--- config.mk ---
export PLATFORM = sky130hd
export DESIGN_NAME = silu_chrom_tbl
export DESIGN_NICKNAME = d
export VERILOG_FILES = /design/src/sv/silu_pkg.sv /design/src/sv/silu_chrom_tbl.sv
export SDC_FILE = /design/constraint.sdc
export NUM_CORES = 1
export LEC_CHECK = 0
export ABC_CLOCK_PERIOD_IN_PS = 6800
export BUFFER_PORTS_ARGS = -buffer_cell sky130_fd_sc_hd__buf_4
export CAP_MARGIN = 20
export CORE_MARGIN = 5
export CORE_UTILIZATION = 58
export CTS_CLUSTER_DIAMETER = 120
export DETAILED_ROUTE_END_ITERATION = 10
export GPL_ROUTABILITY_DRIVEN = 1
export GPL_TIMING_DRIVEN = 0
export HOLD_SLACK_MARGIN = 0.15
export PLACE_DENSITY = 0.74
export SLEW_MARGIN = 40
export SYNTH_ARGS = -nofsm -noshare
export SYNTH_HDL_FRONTEND = slang
export SYNTH_SLANG_ARGS = --single-unit
--- constraint.sdc ---
create_clock -name clk_i -period 6.8 [get_ports clk_i]
set_input_delay 0.68 -clock clk_i [delete_from_list [all_inputs] [get_ports clk_i]]
set_output_delay 0.68 -clock clk_i [all_outputs]
set_load 0.01 [all_outputs]
--- src/sv/silu_pkg.sv ---
`default_nettype none

package silu_pkg;

  localparam int unsigned MAX_INTERVALS = 4096;
  localparam int unsigned MAX_CHROMS    = 32;
  localparam int unsigned POS_WIDTH     = 32;

  localparam int unsigned IDX_W       = $clog2(MAX_INTERVALS);
  localparam int unsigned CNT_W       = $clog2(MAX_INTERVALS + 1);
  localparam int unsigned CHROM_W     = 5;
  localparam int unsigned CHROM_IDX_W = (MAX_CHROMS > 1) ? $clog2(MAX_CHROMS) : 1;
  localparam int unsigned ENTRY_W     = 2 * POS_WIDTH;

  typedef enum logic {
    KIND_LOAD  = 1'b0,
    KIND_QUERY = 1'b1
  } kind_e;

  typedef enum logic [2:0] {
    ERR_OK        = 3'd0,
    ERR_START_END = 3'd1,
    ERR_UNSORTED  = 3'd2,
    ERR_REPEAT    = 3'd3,
    ERR_FULL      = 3'd4
  } err_e;

  typedef struct packed {
    kind_e                kind;
    logic [CHROM_W-1:0]   chrom_id;
    logic [POS_WIDTH-1:0] pos_or_start;
    logic [POS_WIDTH-1:0] interval_end;
  } in_word_t;

  typedef struct packed {
    logic             hit;
    err_e             error_code;
    logic [CNT_W-1:0] interval_count;
  } out_word_t;

  // update request from the sequencer into the chromosome table
  typedef struct packed {
    logic                   commit;
    logic                   new_chrom;
    logic [CHROM_IDX_W-1:0] chrom;
    logic [IDX_W-1:0]       base;
  } tbl_upd_t;

endpackage

`default_nettype wire

--- src/sv/silu_chrom_tbl.sv ---
`default_nettype none

module silu_chrom_tbl
  import silu_pkg::*;
(
  input  wire logic                   clk_i,
  input  wire logic                   rst_ni,
  input  wire logic [CHROM_IDX_W-1:0] rd_idx_i,
  input  wire tbl_upd_t               upd_i,
  output logic      [IDX_W-1:0]       rd_base_o,
  output logic      [CNT_W-1:0]       rd_count_o,
  output logic                        rd_seen_o
);

  logic             seen_q  [MAX_CHROMS];
  logic [CNT_W-1:0] count_q [MAX_CHROMS];
  logic [IDX_W-1:0] base_q  [MAX_CHROMS];

  always_ff @(posedge clk_i or negedge rst_ni) begin
    if (!rst_ni) begin
      for (int i = 0; i < MAX_CHROMS; i++) begin
        seen_q[i]  <= 1'b0;
        count_q[i] <= '0;
      end
    end else if (upd_i.commit) begin
      if (upd_i.new_chrom) begin
        seen_q[upd_i.chrom]  <= 1'b1;
        count_q[upd_i.chrom] <= CNT_W'(1);
      end else begin
        count_q[upd_i.chrom] <= count_q[upd_i.chrom] + CNT_W'(1);
      end
    end
  end

  // base only matters once the chromosome is seen
  always_ff @(posedge clk_i) begin
    if (upd_i.commit && upd_i.new_chrom) begin
      base_q[upd_i.chrom] <= upd_i.base;
    end
  end

  assign rd_base_o  = base_q[rd_idx_i];
  assign rd_count_o = count_q[rd_idx_i];
  assign rd_seen_o  = seen_q[rd_idx_i];

endmodule

`default_nettype wire

# [Yosys cells after proc, flatten, opt, wreduce, memory -nomap -nowiden]
# Memories as Yosys holds them, arrays and structs flattened.
# Index checks and enable logic that the tools add are counted.
[word_totals] input_bits=26 n_memories=1 ram_bits=384 out_inout_bits=26 reg_bits=448 wordCells=95
[op_classes] reduce_logical=3 n_mux=17 n_bitwise=6 add_sub_neg=1 magnitude_cmp=3
[memory_table] name="base_q" words=32 word_bits=12 read_ports=1 rd_clocked_by_memory_dff=0 write_ports=1 line="silu_chrom_tbl.sv:17" text="logic [IDX_W-1:0] base_q [MAX_CHROMS];"
[ops] cell="$bwmux 416" count=1
[ops] cell="$mux 416" count=1
[ops] cell="$and 384x384->384" count=1
[ops] cell="$not 384->384" count=1
[ops] cell="$bmux 13 s5" count=2
[ops] cell="$demux 13 s5" count=1
[ops] cell="$mux 13" count=5
[ops] cell="$or 32x32->32" count=2
[ops] cell="$add 13x1->13 const B" count=1
[ops] cell="$ge 6x6->1 const B" count=2
[ops] cell="$not 5->6" count=2
[ops] cell="$lt 6x1->1 const B" count=1
[ops] cell="$bmux 1 s5" count=1
[ops] cell="$demux 1 s5" count=1
[ops] cell="$mux 1" count=5
[ops] cell="$logic_and 1x1->1" count=2
[ops] cell="$reduce_and 2->1" count=1

# [Logic depth before layout (Yosys ltp)]
[depth] word_depth=8 mapped_depth=14 mapped_depth_nobuf=9

# [Least setup slack after synthesis]
# Ideal clock, no wire load.
[synth_timing] path_type="input to output" startpoint="input rd_idx_i[0]" endpoint="output rd_base_o[10]" required_ns=6.120 arrival_ns=3.303 path_stages=6 n_path_buf=3 slack_ns=2.817 path_cell_list="clkbuf_1 -> buf_1 -> buf_1 -> mux4_2 -> mux4_2 -> mux2_2"
[synth_via] elab_chain_len=1
[synth_rtl] item="from (decl)" line="silu_chrom_tbl.sv:8" text="input wire logic [CHROM_IDX_W-1:0] rd_idx_i,"
[synth_rtl] item="$mem_v2 32x12"
[synth_rtl] item="to (decl)" line="silu_chrom_tbl.sv:10" text="output logic [IDX_W-1:0] rd_base_o,"
# No other way between the ends.

# [Worst setup path in the final report]
[layout_timing] startpoint="input rd_idx_i[0]" endpoint="output rd_seen_o"
[layout_via] elab_chain_len=4
[layout_rtl] item="$not 5->6 (not written as such)" line="silu_chrom_tbl.sv:44" text="assign rd_seen_o = seen_q[rd_idx_i];"
[layout_rtl] item="$bmux 1 s5" line="silu_chrom_tbl.sv:44"
[layout_rtl] item="$mux 1 (not written as such) (2 in series)" line="silu_chrom_tbl.sv:44"
[layout_rtl] item="to (decl)" line="silu_chrom_tbl.sv:12" text="output logic rd_seen_o"
# No other way between the ends. The select of a mux whose other input is x is not followed.

==> flow_metrics.tcl <==
set metrics [dict create \
    status "finished clean" \
    io_buffers 44 \
    core-area_mm2 0.0656 \
    track_usage 0.369 \
    start_util 0.583 \
    synth_area_mm2 0.0382 \
    pre_cts_ws_ps 2240 \
    nets 2751 \
    overflow 0 \
    cts_root_buf "clkbuf_16" \
    antenna_left 0 \
    drtIter0Drc 3594 \
    critical_path.most_common_cell "mux4_2" \
    total_power_uw 11300 \
    fin_skew_ps 32.6 \
    hold_path_class "input pin to async pin" \
    drc 0 \
    clk-insertion-delay-late_ps 670 \
    dr_total_vias 26000 \
    drive_above_1_share 0.255 \
    final_common_cell "dfrtp_1" \
    setup_violations 0 \
    antenna_found_initial 3 \
    ys_ff_latch 832 \
    yosysSeqAreaShare 0.595 \
    row_count 94 \
    dr.pass1.iters 6 \
    cts_made_buffers 86 \
    fin_crit_sh 0.687 \
    path_class "input pin to output pin" \
    crit_required_ps 6120 \
    slew_viol_final 0 \
    end_kind "output pin" \
    clk_pin_slew_ps 60 \
    synth_ff_type "dfrtp_1" \
    syn_area_per_cell_um2 14.8 \
    synth-edff-count 384 \
    layout_common_cells "dfrtp_1, edfxtp_1, nand2_1, mux4_2, mux2i_1" \
    yosysUniqueCellTypes 50 \
    cts.sinks 832 \
    crit_chain "clkbuf_2, clkbuf_1, buf_2, mux4_2, mux4_2, mux2_2, buf_4" \
    cts_tree "done" \
    setup_tns_ps 0 \
    grt_start_max_net_pins 80 \
    synth_nets 2607 \
    io_pins 52 \
    viasPerCell 7.10 \
    syn_inst 2580 \
    synthToLayoutAreaGrowth_pct 12.9 \
    maxCapViolCount 0 \
    nFillCells 4644 \
    relSlewSlack 0.370 \
    vdd_drop_max_mv 0.358 \
    cp_slowest_cell "buf_2" \
    startpoint_type "input pin" \
    power.leakage_uw 0.0168 \
    hpwl_um 93600 \
    die_w_um 267 \
    hold_viol 0 \
    p_per_area_mw_per_mm2 262 \
    cpPeakStageDelay_ps 620 \
    grt_pass1_wl_um 187000 \
    wl_um 131000 \
    die_y_um 267 \
    rsz0062_at_grt "no" \
    crit_arrival_ps 3990 \
    timing.final.ws_setup_ps 2130 \
    fin_crit_ps 4670 \
    wl_per_cell_um 35.9 \
    critPathTopFamily "buffers and inverters" \
    grt_pass1_vias 25800 \
    synth_async_sr_flop_share 0.538 \
    tightest_slew_ps 946 \
    gp_congestion 1.01 \
    cts_max_level 3 \
    worstPathMaxFanout 10 \
    path_buf_inv 4 \
    ys_warn_count 0 \
    fmax_mhz 214 \
    cts_buffer_depth 3 \
    dieArea_mm2 0.0712 \
]
## synth_stat cells (2+ instances only)
master,number,area (um2)
xor2_2,3,48.8
nand4b_1,4,35.0
nand4_1,3,18.8
clkbuf_1,146,548
nand2_2,5,31.3
nor2b_1,7,43.8
or4b_4,3,41.3
dfrtp_1,448,11200
nor3b_2,2,25.0
nand4bb_1,6,67.6
mux2_2,26,293
nor4b_4,4,95.1
or2_2,33,206
edfxtp_1,384,11500
o21ai_0,138,691
buf_1,27,101
nand2_1,303,1140
a22oi_1,5,37.5
xnor2_1,3,26.3
a22o_1,160,1400
inv_1,2,7.51
o31ai_1,88,661
buf_2,33,165
nand3_1,27,135
o31ai_2,9,113
nor2_1,68,255
o22ai_1,91,569
xor2_1,4,35.0
buf_6,18,203
mux4_2,272,6130
nor4_1,23,144
and2_1,4,25.0
mux2i_1,185,1850
and3_1,2,12.5
buf_8,4,60.1
buf_4,6,45.0
o21ai_1,21,105
## logic make-up after synthesis
family,after synthesis,synth area share
flops,832,0.595
compound gates,515,0.0942
simple gates,502,0.0617
mux,483,0.216
buf+inv,236,0.0295
xor+xnor,11,0.00330
fa+ha+maj,1,0.000327
## worst register-to-register path: stages (launching register included)
cell and delay [ps]:
dfrtp_1 400, mux2i_1 390, o22ai_1 130, nor4_1 510, nand2_1 270, ha_1 360, nand2_1 240, nor3b_2 80
xor2_1 440, buf_2 420, a22o_1 210
## final timing paths
kind	from	endpoint	slack [ps]	depth (start not counted)
max	rd_idx_i[0]	rd_seen_o	2130	7
min	rst_ni	count_q[301]	430	2
max reg2reg	count_q[312]	count_q[242]	3270	10
min reg2reg	seen_q[24]	seen_q[24]	460	1
max in group asynchronous	rst_ni	count_q[102]	5020	5
min in group clk_i	upd_i[10]	base_q[7][10]	430	1
## registers in the layout, summed over array words and instances, names as in the netlist
| name | flops |
|---|---|
| base_q | 384 |
| count_q | 416 |
| seen_q | 32 |
## timing repair
item / CTS / global route
resized for setup: 0 / 0
hold buffers: 1 / 0
hold endpoints to repair: 113 / 0
buffers inserted: 0 / 0
## layer usage
metal  up-vias  part of all wire  track usage
li1      10400                 -            -
met2      1832              0.47        0.576
met3       354              0.12        0.106
met5         -          0.000091            0
met1     13400              0.37        0.501
met4         2             0.048        0.141
## layout make-up
type	instances	area [um2]	area share
sequential	832	22700	0.527
multi-input combinational	1512	14600	0.338
clock buffer	122	2500	0.0579
buffer	234	1200	0.0279
tap	864	1080	0.0250
timing repair buffer	56	601	0.0139
clock inverter	37	443	0.0103
inverter	2	7.51	0.000174
antenna	1	2.50	0.0000579
## report_power, final
| part | total [uW] | internal (uW) | switching (uW) | leakage (uW) |
|---|---|---|---|---|
| Combinational | 942 | 353 | 589 | 0.00572 |
| Sequential | 5490 | 5400 | 88.1 | 0.00961 |
| Clock | 4870 | 2780 | 2100 | 0.00143 |
## per-stage QoR
step	std cells	hold WS [ps]	area [um2]	utilization
detailed placement	3499	450	40200	0.613
CTS	3659	403	43200	0.657
finish	3660	427	43200	0.658
global route	3659	416	43200	0.658
global placement	3488	446	39700	0.604
floorplan	2580	384	38200	-
Power figures use the tool's default switching activity.
